File: config.mk
export PLATFORM = sky130hd
export DESIGN_NAME = pdf_alloc
export DESIGN_NICKNAME = d
export VERILOG_FILES = /design/src/design/pdf_pkg.sv /design/src/design/pdf_alloc.sv
export SDC_FILE = /design/constraint.sdc
export NUM_CORES = 1
export LEC_CHECK = 0
export ABC_AREA = 0
export BUFFER_PORTS_ARGS = -buffer_cell sky130_fd_sc_hd__buf_2
export CAP_MARGIN = 25
export CORE_MARGIN = 2
export CORE_UTILIZATION = 59
export CTS_CLUSTER_DIAMETER = 50
export DETAILED_ROUTE_END_ITERATION = 8
export GPL_TIMING_DRIVEN = 1
export HOLD_SLACK_MARGIN = 0.08
export PLACE_DENSITY = 0.81
export SETUP_SLACK_MARGIN = 0.02
export SYNTH_ARGS = -nofsm -noshare
export SYNTH_HDL_FRONTEND = slang
export SYNTH_SLANG_ARGS = --single-unit
File: constraint.sdc
create_clock -name clk -period 3.84 [get_ports clk]
set_clock_uncertainty 0.15 [all_clocks]
set_input_delay 0.576 -clock clk [delete_from_list [all_inputs] [get_ports clk]]
set_output_delay 0.576 -clock clk [all_outputs]
set_load 0.05 [all_outputs]
File: src/design/pdf_pkg.sv
package pdf_pkg;

    localparam int IDENT_W          = 16;
    localparam int ADDR_W           = 32;
    localparam int KEY_W            = IDENT_W + ADDR_W;
    localparam int CAPACITY_DEFAULT = 256;

    typedef logic [IDENT_W-1:0] ident_t;
    typedef logic [ADDR_W-1:0]  addr_t;
    typedef logic [KEY_W-1:0]   key_t;

    // Join identification (upper) and source address (lower) into one key
    function automatic key_t make_key(input ident_t id, input addr_t addr);
        make_key = {id, addr};
    endfunction

endpackage

File: src/design/pdf_alloc.sv
module pdf_alloc #(
    parameter int CAPACITY = pdf_pkg::CAPACITY_DEFAULT,
    parameter int SLOT_W   = 8,
    parameter int COUNT_W  = 9
) (
    input  logic              clk,
    input  logic              rst_n,
    input  logic              alloc,
    output logic [SLOT_W-1:0] slot
);
    import pdf_pkg::*;

    logic [COUNT_W-1:0] count_reg;
    logic [COUNT_W-1:0] count_next;
    logic [SLOT_W-1:0]  oldest_reg;
    logic [SLOT_W-1:0]  oldest_next;
    logic               full;

    assign full = (count_reg == COUNT_W'(CAPACITY));

    // Fill slots in order until full, then overwrite the oldest
    assign slot = full ? oldest_reg : count_reg[SLOT_W-1:0];

    // Advance fill count or oldest pointer on each allocation
    always_comb
    begin
        count_next  = count_reg;
        oldest_next = oldest_reg;
        if (alloc)
        begin
            if (full)
            begin
                if (oldest_reg == SLOT_W'(CAPACITY - 1))
                begin
                    oldest_next = '0;
                end
                else
                begin
                    oldest_next = oldest_reg + SLOT_W'(1);
                end
            end
            else
            begin
                count_next = count_reg + COUNT_W'(1);
            end
        end
    end

    always_ff @(posedge clk or negedge rst_n)
    begin
        if (!rst_n)
        begin
            count_reg  <= '0;
            oldest_reg <= '0;
        end
        else
        begin
            count_reg  <= count_next;
            oldest_reg <= oldest_next;
        end
    end

endmodule

After elaboration in Yosys (flattened, before gate mapping)
Index checks and enable logic that the tools add are counted.
- $add $sub $neg: 2
- equal/unequal tests: 2
- mux-type cells: 2
- bitwise operators: 1
- reduce and logical (&&, ||, !) cells: 2
- operators with widths (operator ; number):
    $mux 8 ; 2
    $add 9x1->9 const B ; 1
    $eq 9x9->1 const B ; 1
    $add 8x1->8 const B ; 1
    $eq 8x8->1 const B ; 1
    $reduce_and 2->1 ; 2
    $not 1->1 ; 1
- register bits: 17
- input bits: 3
- word-level logic and storage cells: 11

Longest topological paths before layout
- depth after elaboration: 3
- depth in mapped cells: 8
- gate-level depth less buffers: 6

Worst setup path after synthesis
OpenSTA, ideal clock, no wires.
- path kind: register -> output
- from: reg count_reg[0]
- to: out slot[0]
- data arrival time: 2.343 ns
- data required time: 3.114 ns
- path slack: 0.771 ns
- stages on the path, launching flop included: 8
- buffers on the path: 2
- cell sequence: dfrtp_1 > inv_1 > ha_1 > nor4b_2 > and2_1 > buf_2 > buf_2 > o21ai_0
- cells in the longest elaborated chain, start to end: 2
- ends and longest elaborated chain (element ; line ; source):
    start, declared ; pdf_alloc.sv:13 ; logic [COUNT_W-1:0] count_reg;
    start signal, assigned ; pdf_alloc.sv:58 ; count_reg <= count_next;
    $eq 9x9->1 ; pdf_alloc.sv:19 ; assign full = (count_reg == COUNT_W'(CAPACITY));
    $mux 8 (*) ; pdf_alloc.sv:22 ; assign slot = full ? oldest_reg : count_reg[SLOT_W-1:0];
    end, declared ; pdf_alloc.sv:9 ; output logic [SLOT_W-1:0] slot
Mark *: on every way between the ends. The rest lies on a longest branch, timed or not.

Final worst setup path
Same ends and word-level chain as after synthesis.

==> impl_metrics.py <==
metrics = {
    "synth": {
        "synth.area.top_cells": "dfrtp_1, xnor2_1, a21o_1",
        "synth_seq_cells": 17,
        "seq_area_frac_synth_pct": 46.0,
        "syn_avg_cell_area_um2": 10.9,
        "syn-num-nets": 91,
        "yosys.area.top_type": "dfrtp_1",
        "synth_top_area_share_pct": 46.0,
        "synth_cell_types": 30,
        "synth_area_um2": 925,
        "synthCells": 85,
        "ys_warn_count": 0,
    },
    "timing": {
        "fmax_mhz": 339,
        "setup_tns_ns": 0,
        "worst_pin_slew_ns": 0.461,
        "slew_violations": 0,
        "whs_ns": 0.337,
        "finalSetupViolCount": 0,
        "slew_headroom_pct": 69.3,
        "finalWorstSetupSlack_ns": 0.893,
        "period_share_pct": 76.8,
        "fin_crit_ns": 2.95,
        "rsz0062_at_grt": "false",
        "finalHoldViolations": 0,
    },
    "floorplanning": {
        "initial_core_util_pct": 62.1,
        "core_mm2": 0.00149,
        "die_h_um": 43.6,
        "pin_count": 11,
        "die_w_um": 43.6,
        "fp-row-count": 14,
        "die_area_mm2": 0.00190,
    },
    "global_routing": {
        "grt_usage_pct": 21.5,
        "grt_first_pass_wirelength_um": 2990,
        "top_usage_layer": "met2",
        "grt_start_max_net_pins": 18,
        "grt_pass1_vias": 661,
        "antenna_found_initial": 0,
        "met2_usage_pct": 31.5,
        "grt-ovfl-total": 0,
        "use_met3_pct": 2.92,
        "grt_use_met1_pct": 30.4,
    },
    "clock_network": {
        "htreeDepth": 1,
        "cts_tree": "built",
        "clk_path_buf_depth": 2,
        "clk_pin_slew_ns": 0.09,
        "clockRootBuffer": "clkbuf_4",
        "clock-sinks": 17,
        "clock_latency_ns": 0.28,
        "cts_buffers": 3,
        "ctsResizeCount": 0,
    },
    "critical_path": {
        "path_class": "reg2out",
        "crit_family": "simple AND/OR/NAND/NOR gates",
        "start_kind": "flop",
        "slowest_stage": "and2_1",
        "endpoint_kind": "output port",
        "arrival_ns": 2.22,
        "cp_max_fo": 15,
        "max_stage_delay_ns": 0.47,
        "path_cells": "inv_1 > ha_1 > nor4b_2 > and2_1 > nand2_1 > o21ai_0 > buf_2",
        "critPathBufInv": 2,
        "critPathRequiredTime_ns": 3.11,
    },
    "placed_design": {
        "post-place-ws_ns": 1.22,
        "place.gp.congestion": 0.797,
        "place_area_um2": 985,
        "place_inst": 109,
        "io_buffers": 10,
        "hpwl_um": 1360,
    },
    "route": {
        "wl_per_cell_um": 15.7,
        "drc": 0,
        "vias": 703,
        "ant_nets": 0,
        "wirelength_um": 1790,
        "viasPerCell": 6.17,
        "drt_iter0_drc": 7,
        "drtPass1Iterations": 4,
    },
    "pwr": {
        "ir_drop_v": 0.000405,
        "p_leak_nw": 0.480,
        "power_mw": 0.628,
        "powerDensity_mw_per_mm2": 615,
    },
    "cells_and_area": {
        "drive_above_1_share_pct": 20.4,
        "fin_util_pct": 68.6,
        "fin_cells": 114,
        "area_delta_synth_final_pct": 10.4,
        "diodes": 0,
        "largest_register_ffs": 9,
        "nets": 105,
        "final_area_mm2": 0.00102,
    },
    "job": {
        "maxCapViolations": 0,
    },
    "status": {
        "status": "complete, no violations",
    },
    "worst_hold_path": {
        "hold_class": "reg2reg",
    },
}
## synthesized netlist by cell type, drive strengths merged
cell and number:
o21ai 5, a21oi 2, nand3b 1, nor4b 2
buf 2, xnor2 10, nand3 6, dfrtp 17
a21o 6, and3 3, a41oi 1, and2 1
nand4 6, inv 3, nand2 7, xor2 1
ha 3, mux2 2, o41ai 1, nor2 1
or3 1, nand2b 1, and4 1, o31ai 2
## cells in the final DEF (no fill, tap or decap), types with 5 or more instances in the layout
cell     Yosys  layout
dfrtp_1     17      17
xnor2_1     10      10
nand3_1      5       5
buf_2        2      10
a21o_1       5       5
nand4_1      6       6
nand2_1      7       7
## cell type report
cell class | instances | area, um2
clock buffer | 4 | 26.3
fill | 106 | 468
inverter | 3 | 11.3
multi-input combinational | 63 | 478
sequential | 17 | 425
tap | 16 | 20.0
timing repair buffer | 11 | 60.1
## logic make-up after synthesis
family	synth area share, %
AO/OA/AOI/OAI	12.9
XOR/XNOR	10.4
adder cells (fa/ha/maj)	4.06
buffers and inverters	2.30
flip-flops	46.0
multiplexers	2.44
AND/OR/NAND/NOR	21.9
## path summary, 6_finish.rpt
path / from / endpoint / slack [ns] / cells after the start
worst max-delay path: count_reg[0]$_DFFE_PN0P_ / slot[0] / 0.89 / 7
worst min-delay path: count_reg[8]$_DFFE_PN0P_ / count_reg[8]$_DFFE_PN0P_ / 0.34 / 1
worst max register to register: count_reg[0]$_DFFE_PN0P_ / count_reg[1]$_DFFE_PN0P_ / 1.60 / 6
worst min register to register: count_reg[8]$_DFFE_PN0P_ / count_reg[8]$_DFFE_PN0P_ / 0.34 / 1
max in group asynchronous: rst_n / count_reg[0]$_DFFE_PN0P_ / 2.70 / 2
min in group asynchronous: rst_n / oldest_reg[5]$_DFFE_PN0P_ / 0.58 / 2
## power breakdown
part | switching (mW) | leakage (nW) | internal [mW]
sequential | 0.0597 | 0.220 | 0.213
combinational | 0.180 | 0.245 | 0.0828
clock | 0.0518 | 0.0150 | 0.0404
## per-layer routing
metal	share of wire, %	up-vias
met5	0	-
met1	47	341
met3	4.3	4
li1	-	340
met4	1.8	0
met2	47	18
## timing repair
item,4_1_cts,5_1_grt
endpoints found under the hold margin,17,0
hold buffers,1,0
setup buffers,0,0
Note: power is estimated with default switching activity, not from simulation.
